==> src/design/tmbp_pkg.sv <==
`timescale 1ns / 1ps
// Shared types, codes and helpers of the background tile pixel fetcher.
// No dependencies; every other file of the block but tmbp_if imports this package.
package tmbp_pkg;

  localparam int VMEM_AW  = 14;
  localparam int PAL_WORDS_AW = 5;
  localparam int QDEPTH   = 4;
  localparam int QPTR_W   = $clog2(QDEPTH);
  localparam int QCNT_W   = $clog2(QDEPTH + 1);
  localparam int CFG_IDX_W = 2;
  localparam int CFG_DATA_W = 1;

  localparam logic [1:0] ACT_VWRITE = 2'd0;
  localparam logic [1:0] ACT_PWRITE = 2'd1;
  localparam logic [1:0] ACT_PIXEL  = 2'd2;

  localparam logic [CFG_IDX_W-1:0] CFG_MAP_SELECT   = 2'd0;
  localparam logic [CFG_IDX_W-1:0] CFG_UNSIGNED_DAT = 2'd1;
  localparam logic [CFG_IDX_W-1:0] CFG_COLOR_MODE   = 2'd2;

  // High bits of a map-area address: 0x1800 sets bits 12 and 11
  localparam logic [1:0] MAP_AREA = 2'b11;

  typedef enum logic [1:0] {
    KIND_VWRITE = 2'd0,
    KIND_PWRITE = 2'd1,
    KIND_PIXEL  = 2'd2
  } tmbp_kind_t;

  typedef struct packed {
    tmbp_kind_t           kind;
    logic [VMEM_AW-1:0]   addr;
    logic [7:0]           data;
    logic [7:0]           x;
    logic [7:0]           y;
  } tmbp_entry_t;

  typedef struct packed {
    logic map_select;
    logic unsigned_tile_data;
    logic color_mode;
  } tmbp_cfg_t;

  // Expand a 5-bit channel to 8 bits by replicating its top bits
  function automatic logic [7:0] expand5(input logic [4:0] c);
    return {c, c[4:2]};
  endfunction

endpackage

==> src/design/tmbp_queue.sv <==
`timescale 1ns / 1ps
// Short FIFO of classified items between the front end and the executor.
// Depends on tmbp_pkg for the entry type and depth.
module tmbp_queue (
  input  logic                  clk,
  input  logic                  rst_n,
  input  logic                  push_valid,
  input  tmbp_pkg::tmbp_entry_t push_entry,
  output logic                  push_ready,
  output logic                  pop_valid,
  output tmbp_pkg::tmbp_entry_t pop_entry,
  input  logic                  pop_ready
);
  import tmbp_pkg::*;

  tmbp_entry_t       slot_r [QDEPTH];
  logic [QPTR_W-1:0] wr_ptr_r, wr_ptr_nxt;
  logic [QPTR_W-1:0] rd_ptr_r, rd_ptr_nxt;
  logic [QCNT_W-1:0] count_r, count_nxt;
  logic              do_push, do_pop;

  assign push_ready = (count_r != QCNT_W'(QDEPTH));
  assign pop_valid  = (count_r != '0);
  assign do_push    = push_valid && push_ready;
  assign do_pop     = pop_valid && pop_ready;
  assign pop_entry  = slot_r[rd_ptr_r];

  always_comb begin
    wr_ptr_nxt = do_push ? wr_ptr_r + 1'b1 : wr_ptr_r;
    rd_ptr_nxt = do_pop  ? rd_ptr_r + 1'b1 : rd_ptr_r;
    count_nxt  = count_r;
    if (do_push && !do_pop) begin
      count_nxt = count_r + 1'b1;
    end else if (do_pop && !do_push) begin
      count_nxt = count_r - 1'b1;
    end
  end

  always_ff @(posedge clk) begin
    if (!rst_n) begin
      wr_ptr_r <= '0;
      rd_ptr_r <= '0;
      count_r  <= '0;
    end else begin
      wr_ptr_r <= wr_ptr_nxt;
      rd_ptr_r <= rd_ptr_nxt;
      count_r  <= count_nxt;
    end
  end

  always_ff @(posedge clk) begin
    if (do_push) begin
      slot_r[wr_ptr_r] <= push_entry;
    end
  end

endmodule

==> config.mk <==
export PLATFORM = sky130hd
export DESIGN_NAME = tmbp_queue
export DESIGN_NICKNAME = d
export VERILOG_FILES = /design/src/design/tmbp_pkg.sv /design/src/design/tmbp_queue.sv
export SDC_FILE = /design/constraint.sdc
export NUM_CORES = 1
export LEC_CHECK = 0
export BUFFER_PORTS_ARGS = -buffer_cell sky130_fd_sc_hd__buf_2
export CORE_ASPECT_RATIO = 1.1
export CORE_MARGIN = 5
export CORE_UTILIZATION = 40
export DETAILED_ROUTE_END_ITERATION = 8
export HOLD_SLACK_MARGIN = 0.12
export SLEW_MARGIN = 10
export SYNTH_ARGS = -nofsm -noshare
export SYNTH_HDL_FRONTEND = slang
export SYNTH_SLANG_ARGS = --single-unit
==> constraint.sdc <==
create_clock -name clk -period 3.5 [get_ports clk]
set_input_delay 1.05 -clock clk [delete_from_list [all_inputs] [get_ports clk]]
set_output_delay 1.05 -clock clk [all_outputs]
set_load 0.01 [all_outputs]
==> flow_metrics.py <==
metrics = {
    "run_status": {
        "status": "complete, no violations",
    },
    "grt": {
        "met2_usage_pct": 21.8,
        "grt_pass1_wl_mm": 17.4,
        "use_met3_pct": 4.71,
        "top_usage_layer": "met2",
        "grt_usage_pct": 13.0,
        "grt_pass1_vias": 3216,
        "grtUsageMet1_pct": 15.1,
        "grt_max_degree": 41,
        "overflow": 0,
        "antenna_found_initial": 2,
    },
    "detailed_routing": {
        "vias_per_cell": 4.95,
        "wl_mm": 11.0,
        "drt_iter0_markers": 161,
        "wl_per_cell_um": 19.2,
        "drc": 0,
        "firstDrtPassIters": 4,
        "ant_nets": 0,
        "vias": 2825,
    },
    "hold_path": {
        "worstHoldStart": "wr_ptr_r[0]$_SDFFE_PN0P_",
        "hold_depth": 2,
        "hold_path_class": "reg2reg",
    },
    "logic_synthesis": {
        "netlist_instances": 257,
        "yosysTopAreaCell": "edfxtp_1",
        "synth_seq_cells": 169,
        "synth.area.top_cells": "edfxtp_1, mux4_2, dfxtp_1",
        "ys_types": 23,
        "avgSynthCellArea_um2": 24.6,
        "syn-num-nets": 307,
        "ys_warn_count": 0,
        "syn_area_um2": 6310,
        "synthDominantCellAreaShare_pct": 76.1,
        "ys_seq_area_share_pct": 79.0,
    },
    "setup_path": {
        "worstRegToRegCells": 8,
        "critical_path_depth": 3,
        "start_kind": "flip-flop",
        "path_class": "reg2out",
        "critical_path.top_delay_family": "multiplexers",
        "crit_fanout": 14,
        "crit_buf_inv": 2,
        "end_kind": "output pin",
        "r2r_slack_ns": 1.16,
        "worstPathRequired_ns": 2.45,
        "max_stage_delay_ns": 0.57,
        "path_cells": "buf_4 -> mux4_2 -> buf_2",
        "slowest_stage": "mux4_2",
        "rr_startpoint": "count_r[0]$_SDFFE_PN0P_",
        "critPathArrivalTime_ns": 1.91,
    },
    "clocking": {
        "cts-root-buf": "clkbuf_16",
        "cts_tree": "done",
        "cts_buffers": 17,
        "cts_resized": 0,
        "postCtsSetupRepairBufs": 0,
        "clk_latency_ns": 0.42,
        "cts.clk_slew.worst_paths_ns": 0.06,
        "clockBufferDepth": 2,
        "h-tree-depth": 4,
        "ctsHoldBuffers": 0,
        "clock-sinks": 169,
    },
    "power_and_ir_drop": {
        "p_leak_nw": 2.57,
        "ir_drop_mv": 0.345,
        "powerDensity_nw_per_um2": 741,
        "finalPower_mw": 5.63,
    },
    "finish": {
        "areaGrowthSynthToFinish_pct": 20.4,
        "n_antenna_cell": 0,
        "drive_gt1_share_pct": 45.6,
        "nets": 408,
        "final_util_pct": 48.7,
    },
    "timing": {
        "report.final.hold_viol_count": 0,
        "period_share_pct": 84.6,
        "period_minus_slack_ns": 2.96,
        "max_freq_mhz": 338,
        "finalSetupViolCount": 0,
        "rsz0062_at_grt": "false",
        "worst_pin_slew_ns": 0.554,
        "finClkSkew_ns": 0.00601,
        "finalSetupTns_ns": 0,
        "slew_headroom_pct": 63.0,
        "final_max_slew_viol_count": 0,
    },
    "floorplan": {
        "die_w_um": 130,
        "die_y_um": 142,
        "fp.coreArea_um2": 15600,
        "io_pins": 86,
        "initial_core_util_pct": 40.4,
        "fp-row-count": 48,
        "dieArea_um2": 18400,
    },
    "job": {
        "max_cap_viol_count": 0,
    },
    "placed_design": {
        "gp_congestion": 0.662,
        "io_buffer_count": 85,
        "place_hpwl_mm": 6.44,
    },
}
-- layout make-up --
cell class | instances | area, um2
Timing Repair Buffer | 92 | 553
Clock buffer | 27 | 557
Clock inverter | 5 | 31.3
Fill cell | 1322 | 8020
Sequential cell | 169 | 4990
Multi-Input combinational cell | 75 | 1210
Inverter | 3 | 11.3
Tap cell | 200 | 250
-- worst min-delay path, cell delays in order (launching register included) --
cell,delay (ns)
dfxtp_1,0.33
nand2_1,0.06
mux2i_1,0.05
-- placed cells by master (no fill, tap or decap) --
| cell type | n |
|---|---|
| a21boi_0 | 1 |
| a21boi_2 | 1 |
| and2_1 | 4 |
| and2_2 | 4 |
| buf_12 | 6 |
| buf_2 | 85 |
| buf_4 | 1 |
| clkbuf_1 | 4 |
| clkbuf_16 | 20 |
| clkbuf_8 | 3 |
| clkinv_2 | 3 |
| clkinv_4 | 1 |
| clkinvlp_4 | 1 |
| dfxtp_1 | 7 |
| dfxtp_2 | 1 |
| dfxtp_4 | 1 |
| edfxtp_1 | 160 |
| fa_1 | 1 |
| ha_1 | 5 |
| inv_1 | 3 |
| mux2i_1 | 3 |
| mux4_2 | 40 |
| nand2_1 | 5 |
| nor2_1 | 1 |
| nor2b_1 | 1 |
| o21ai_0 | 1 |
| o311ai_2 | 1 |
| o31ai_4 | 1 |
| or3_1 | 2 |
| xnor2_1 | 3 |
| xor2_1 | 1 |
-- path summary, 6_finish.rpt --
check,to
max,pop_entry[39]
min,wr_ptr_r[0]$_SDFFE_PN0P_
max reg2reg,count_r[2]$_SDFFE_PN0P_
min reg2reg,wr_ptr_r[0]$_SDFFE_PN0P_
-- state kept, by name (all words and copies together) (netlist names), named ones only --
register	cells
rd_ptr_r	2
wr_ptr_r	2
count_r	3
slot_r	160
-- cell usage after synthesis --
cell	number
mux2i_1	3
fa_1	1
dfxtp_1	9
mux4_2	40
inv_1	3
edfxtp_1	160
and2_1	8
a21boi_0	1
ha_1	5
o31ai_4	1
buf_12	4
xor2_1	1
buf_6	1
a21boi_2	1
buf_2	4
nor2b_1	1
nand2_1	5
o21ai_0	1
clkbuf_1	1
or3_1	2
nor2_1	1
o311ai_2	1
xnor2_1	3
-- power breakdown --
part           total (mW)  switching, mW  leakage [nW]  internal, mW
combinational        1.26          0.616         0.735         0.645
sequential           2.57          0.113          1.54          2.46
clock                1.79          0.702         0.289          1.09
total                5.63           1.43          2.57          4.20
-- cells by family (layout without fill, tap and decap cells) --
kind of cell | count (synthesis) | after routing | share of synthesized area [%]
AND/OR/NAND/NOR | 17 | 17 | 1.45
AO/OA/AOI/OAI | 5 | 5 | 0.971
adder cells (fa/ha/maj) | 6 | 6 | 1.31
multiplexers | 43 | 43 | 14.7
flip-flops | 169 | 169 | 79.0
XOR/XNOR | 4 | 4 | 0.555
buffers and inverters | 13 | 127 | 2.00
-- stage by stage --
| stage | cells | instance area [um2] | setup slack [ns] | hold WS (ns) |
|---|---|---|---|---|
| floorplan | 257 | 6310 | 0.760 | 0.468 |
| global placement | 539 | 7010 | 0.730 | 0.483 |
| global route | 571 | 7600 | 0.393 | 0.535 |
| CTS | 571 | 7600 | 0.465 | 0.508 |
| finish | 571 | 7600 | 0.538 | 0.500 |
| detailed placement | 539 | 7010 | 0.659 | 0.498 |
-- per-layer routing --
layer / wire (um) / part of all wire [%]
met1: 4540 / 41
met2: 5590 / 51
met3: 612 / 5.6
met4: 208 / 1.9
met5: 27 / 0.25
Note: power is estimated with default switching activity, not from simulation.
