File: src/design/tmbp_pkg.sv
`timescale 1ns / 1ps
// Shared types, codes and helpers of the background tile pixel fetcher.
// No dependencies; every other file of the block but tmbp_if imports this package.
package tmbp_pkg;

  localparam int VMEM_AW  = 14;
  localparam int PAL_WORDS_AW = 5;
  localparam int QDEPTH   = 4;
  localparam int QPTR_W   = $clog2(QDEPTH);
  localparam int QCNT_W   = $clog2(QDEPTH + 1);
  localparam int CFG_IDX_W = 2;
  localparam int CFG_DATA_W = 1;

  localparam logic [1:0] ACT_VWRITE = 2'd0;
  localparam logic [1:0] ACT_PWRITE = 2'd1;
  localparam logic [1:0] ACT_PIXEL  = 2'd2;

  localparam logic [CFG_IDX_W-1:0] CFG_MAP_SELECT   = 2'd0;
  localparam logic [CFG_IDX_W-1:0] CFG_UNSIGNED_DAT = 2'd1;
  localparam logic [CFG_IDX_W-1:0] CFG_COLOR_MODE   = 2'd2;

  // High bits of a map-area address: 0x1800 sets bits 12 and 11
  localparam logic [1:0] MAP_AREA = 2'b11;

  typedef enum logic [1:0] {
    KIND_VWRITE = 2'd0,
    KIND_PWRITE = 2'd1,
    KIND_PIXEL  = 2'd2
  } tmbp_kind_t;

  typedef struct packed {
    tmbp_kind_t           kind;
    logic [VMEM_AW-1:0]   addr;
    logic [7:0]           data;
    logic [7:0]           x;
    logic [7:0]           y;
  } tmbp_entry_t;

  typedef struct packed {
    logic map_select;
    logic unsigned_tile_data;
    logic color_mode;
  } tmbp_cfg_t;

  // Expand a 5-bit channel to 8 bits by replicating its top bits
  function automatic logic [7:0] expand5(input logic [4:0] c);
    return {c, c[4:2]};
  endfunction

endpackage

File: src/design/tmbp_if.sv
`timescale 1ns / 1ps
// Handshake channel interfaces for request items and pixel results.
// Widths follow the field list of tmbp_pkg; no other dependencies.
interface tmbp_in_if;
  logic       valid;
  logic       ready;
  logic [1:0] action;
  logic [13:0] mem_addr;
  logic [7:0] mem_data;
  logic [7:0] pix_x;
  logic [7:0] pix_y;

  modport source (output valid, action, mem_addr, mem_data, pix_x, pix_y, input ready);
  modport sink   (input valid, action, mem_addr, mem_data, pix_x, pix_y, output ready);
endinterface


File: src/design/tmbp_front.sv
`timescale 1ns / 1ps
// Front end: accepts request items, classifies the action, drops unused codes.
// Depends on tmbp_pkg and tmbp_if; feeds tmbp_queue.
module tmbp_front (
  input  logic                 clk,
  input  logic                 rst_n,
  tmbp_in_if.sink              in_ch,
  output logic                 push_valid,
  output tmbp_pkg::tmbp_entry_t push_entry,
  input  logic                 push_ready
);
  import tmbp_pkg::*;

  logic        hold_valid_r, hold_valid_nxt;
  tmbp_entry_t hold_entry_r;
  tmbp_entry_t cls_entry;
  logic        keep;
  logic        accept;
  logic        push;

  assign push       = hold_valid_r && push_ready;
  assign in_ch.ready = !hold_valid_r || push_ready;
  assign accept     = in_ch.valid && in_ch.ready;

  always_comb begin
    cls_entry.addr = in_ch.mem_addr;
    cls_entry.data = in_ch.mem_data;
    cls_entry.x    = in_ch.pix_x;
    cls_entry.y    = in_ch.pix_y;
    cls_entry.kind = KIND_VWRITE;
    keep           = 1'b1;
    unique case (in_ch.action)
      ACT_VWRITE: cls_entry.kind = KIND_VWRITE;
      ACT_PWRITE: cls_entry.kind = KIND_PWRITE;
      ACT_PIXEL:  cls_entry.kind = KIND_PIXEL;
      default:    keep = 1'b0;  // unused action: accept and drop
    endcase
  end

  always_comb begin
    hold_valid_nxt = hold_valid_r;
    if (accept && keep) begin
      hold_valid_nxt = 1'b1;
    end else if (push) begin
      hold_valid_nxt = 1'b0;
    end
  end

  always_ff @(posedge clk) begin
    if (!rst_n) begin
      hold_valid_r <= 1'b0;
    end else begin
      hold_valid_r <= hold_valid_nxt;
    end
  end

  always_ff @(posedge clk) begin
    if (accept && keep) begin
      hold_entry_r <= cls_entry;
    end
  end

  assign push_valid = hold_valid_r;
  assign push_entry = hold_entry_r;

endmodule

File: src/flat_wrapper.sv
// flat-port wrapper written by rule: the top's interface ports become plain ports
module tmbp_front_flat import tmbp_pkg::*;
  (clk, rst_n, push_valid, push_entry, push_ready, in_ch_valid, in_ch_action, in_ch_mem_addr, in_ch_mem_data, in_ch_pix_x, in_ch_pix_y, in_ch_ready);
  tmbp_in_if in_ch_i ();
  input  logic clk;
  input  logic rst_n;
  output logic push_valid;
  output tmbp_pkg::tmbp_entry_t push_entry;
  input  logic push_ready;
  input wire logic [$bits(in_ch_i.valid)-1:0] in_ch_valid;
  input wire logic [$bits(in_ch_i.action)-1:0] in_ch_action;
  input wire logic [$bits(in_ch_i.mem_addr)-1:0] in_ch_mem_addr;
  input wire logic [$bits(in_ch_i.mem_data)-1:0] in_ch_mem_data;
  input wire logic [$bits(in_ch_i.pix_x)-1:0] in_ch_pix_x;
  input wire logic [$bits(in_ch_i.pix_y)-1:0] in_ch_pix_y;
  output wire logic [$bits(in_ch_i.ready)-1:0] in_ch_ready;
  assign in_ch_i.valid = in_ch_valid;
  assign in_ch_i.action = in_ch_action;
  assign in_ch_i.mem_addr = in_ch_mem_addr;
  assign in_ch_i.mem_data = in_ch_mem_data;
  assign in_ch_i.pix_x = in_ch_pix_x;
  assign in_ch_i.pix_y = in_ch_pix_y;
  assign in_ch_ready = in_ch_i.ready;
  tmbp_front u_core (.clk(clk), .rst_n(rst_n), .in_ch(in_ch_i), .push_valid(push_valid), .push_entry(push_entry), .push_ready(push_ready));
endmodule
File: config.mk
export PLATFORM = sky130hd
export DESIGN_NAME = tmbp_front_flat
export DESIGN_NICKNAME = d
export VERILOG_FILES = /design/src/design/tmbp_pkg.sv /design/src/design/tmbp_if.sv /design/src/design/tmbp_front.sv /design/src/flat_wrapper.sv
export SDC_FILE = /design/constraint.sdc
export NUM_CORES = 1
export LEC_CHECK = 0
export ABC_AREA = 1
export BUFFER_PORTS_ARGS = -buffer_cell sky130_fd_sc_hd__buf_4
export CAP_MARGIN = 20
export CORE_MARGIN = 1.5
export CORE_UTILIZATION = 39
export DETAILED_ROUTE_END_ITERATION = 12
export PLACE_DENSITY = 0.8
export SETUP_SLACK_MARGIN = 0.4
export SLEW_MARGIN = 30
export SYNTH_ARGS = -nofsm -noshare
export SYNTH_HDL_FRONTEND = slang
export SYNTH_SLANG_ARGS = --single-unit
File: constraint.sdc
create_clock -name clk -period 2.6 [get_ports clk]
set_input_delay 0.52 -clock clk [delete_from_list [all_inputs] [get_ports clk]]
set_output_delay 0.52 -clock clk [all_outputs]
set_load 0.01 [all_outputs]
==> results_dict.tcl <==
set metrics [dict create \
    holdWs_ns 0.3312 \
    dp_cells 182 \
    place.gp.congestion 0.6863 \
    path_buf_inv 1 \
    slowest_delay_ns 0.45 \
    num_rows 20 \
    cp_slowest_cell "dfxtp_1" \
    crit_arrival_ns 1.04 \
    grt_pass1_wl_mm 3.753 \
    crit_family "flip-flops" \
    path_class "register to primary output" \
    path_cells "nand2_2 > buf_4" \
    core_area_sq_um 3078 \
    worstPathMaxFanout 3 \
    drtPass1Iterations 4 \
    grt_use_total_pct 15.99 \
    io_pins 86 \
    gr-total-overflow 0 \
    fin_nets 189 \
    max-slew-margin-rel_pct 61.40 \
    initial_core_util_pct 41.50 \
    tightest_slew_ns 0.5777 \
    drive_above_1_share_pct 67.12 \
    synth-edff-count 40 \
    grt_pass1_vias 896 \
    post_cts_resized 0 \
    avgSynthCellArea_sq_um 24.57 \
    cts.clk_slew.worst_paths_ns 0.13 \
    cts_tree "done" \
    ys_ff_latch 41 \
    dieWidth_microns 60.23 \
    required_ns 2.08 \
    period_share_pct 60.05 \
    drv_cap 0 \
    n_antenna_cell 0 \
    dpl.hpwl_mm 1.987 \
    finalHoldViolCount 0 \
    fmax_mhz 640.5 \
    htreeDepth 2 \
    wl_mm 2.595 \
    cts-root-buf "clkbuf_4" \
    area.growth.synth_to_final_pct 62.98 \
    hold_path.class "input port to register" \
    slew_violations 0 \
    clock_sinks 41 \
    cts.path.max_buffers 2 \
    final_cells 190 \
    grt_max_degree 25 \
    total_power_mw 1.348 \
    clkLatencyLatePin_ns 0.35 \
    setup_viol 0 \
    wl_per_cell_microns 13.66 \
    dr_total_vias 821 \
    leakage_nw 0.8818 \
    postSynthCellCount 52 \
    min_period_ns 1.561 \
    synth-seq-area-share_pct 95.59 \
    rsz0062_at_grt "false" \
    cp-end-kind "primary output" \
    fin_skew_ns 0.01180 \
    hold_buffers 0 \
    startpoint_type "register" \
    outcome "completed" \
    setup_tns_ns 0 \
    synthArstFlopShare_pct 0 \
    yosys.area.top_type "edfxtp_1" \
    drt-initial-drc-count 15 \
    postCtsSetupBuffers 0 \
    syn-num-nets 96 \
    yosysMostFrequentCell "edfxtp_1" \
    synth_warnings 0 \
    antenna_found_initial 0 \
    synth.distinct_cells 8 \
    port_buffers 85 \
    drc_errors 0 \
    cts_made_buffers 5 \
    yosysTopAreaCellShare_pct 94.03 \
    ant_nets 0 \
    chipHeight_microns 60.23 \
    fillers 218 \
    netlist_area_sq_um 1277 \
    irDropWorstVdd_mv 0.4241 \
    routed_via_density 4.321 \
    ys_top_cells_by_area "edfxtp_1 94%, dfxtp_1 1.6%, a21oi_2 1.4%" \
    synth_commonest_cells "40 x edfxtp_1, 3 x inv_1, 2 x a21oi_2, 2 x nand2_2, 2 x nor2_1" \
    synth_flop_cell "edfxtp_1" \
    power_density_nw_per_um2 647.3 \
    die_area_sq_um 3628 \
]
## layout make-up
cell class | count | area, sq um | share of cell area (%)
well taps | 44 | 55.05 | 2.644
clock inverters | 3 | 46.29 | 2.224
clock buffers | 5 | 37.54 | 1.803
repair buffers | 86 | 658.1 | 31.61
flip-flops and latches | 41 | 1221 | 58.65
inverters | 4 | 15.01 | 0.7212
multi-input cells | 7 | 48.80 | 2.344
## kinds of logic after synthesis
family	Yosys count	synth area share (%)
flip-flops	41	95.59
AND/OR/NAND/NOR	5	1.861
buffers and inverters	4	1.175
AO/OA/AOI/OAI	2	1.371
## routing by layer
layer,wire length [microns],vias to the layer above,track usage (%),part of all wire [%]
li1,-,380,-,-
met1,790,377,12.86,30
met2,1323,60,25.78,51
met3,440,4,14.72,17
met4,40,0,7.937,1.5
met5,0,-,0,0
## flip-flops by register name, summed over array words and instances (netlist names)
signal	count
u_core.push_entry	40
u_core.push_valid	1
## placed cells by master, fill, tap and decap left out
cell type   instances
buf_4              85
edfxtp_1           40
clkbuf_4            5
inv_1               3
nand2_2             2
nor2_1              2
clkinv_1            1
nand2_1             1
a21oi_4             1
a21oi_2             1
bufinv_16           1
clkinv_4            1
clkinvlp_4          1
buf_12              1
dfxtp_1             1
## metrics by stage
step	utilization [%]	setup slack, ns	instance area (sq um)
after CTS	67.64	1.027	2082
after global placement	64.92	0.8165	1998
after global routing	67.64	0.9706	2082
final	67.64	1.039	2082
after floorplan	-	0.4403	1277
after detailed placement	64.92	0.7385	1998
## report_power, final
group | internal, mW | switching (mW) | total, mW
combinational | 0.0896 | 0.0641 | 0.154
sequential | 0.771 | 0.0111 | 0.782
clock | 0.204 | 0.209 | 0.412
total | 1.06 | 0.284 | 1.35
## final timing paths
path	slack, ns	end	cells past startpoint	start
hold reg to reg	0.57	u_core.push_valid$_SDFFE_PN0P_	2	u_core.push_valid$_SDFFE_PN0P_
setup / recovery	1.04	in_ch_ready	2	u_core.push_valid$_SDFFE_PN0P_
hold / removal	0.33	u_core.push_entry[24]$_DFFE_PP_	1	in_ch_mem_addr[0]
setup reg to reg	1.16	u_core.push_entry[25]$_DFFE_PP_	2	u_core.push_valid$_SDFFE_PN0P_
No activity file was read; power rests on OpenSTA's default activity.
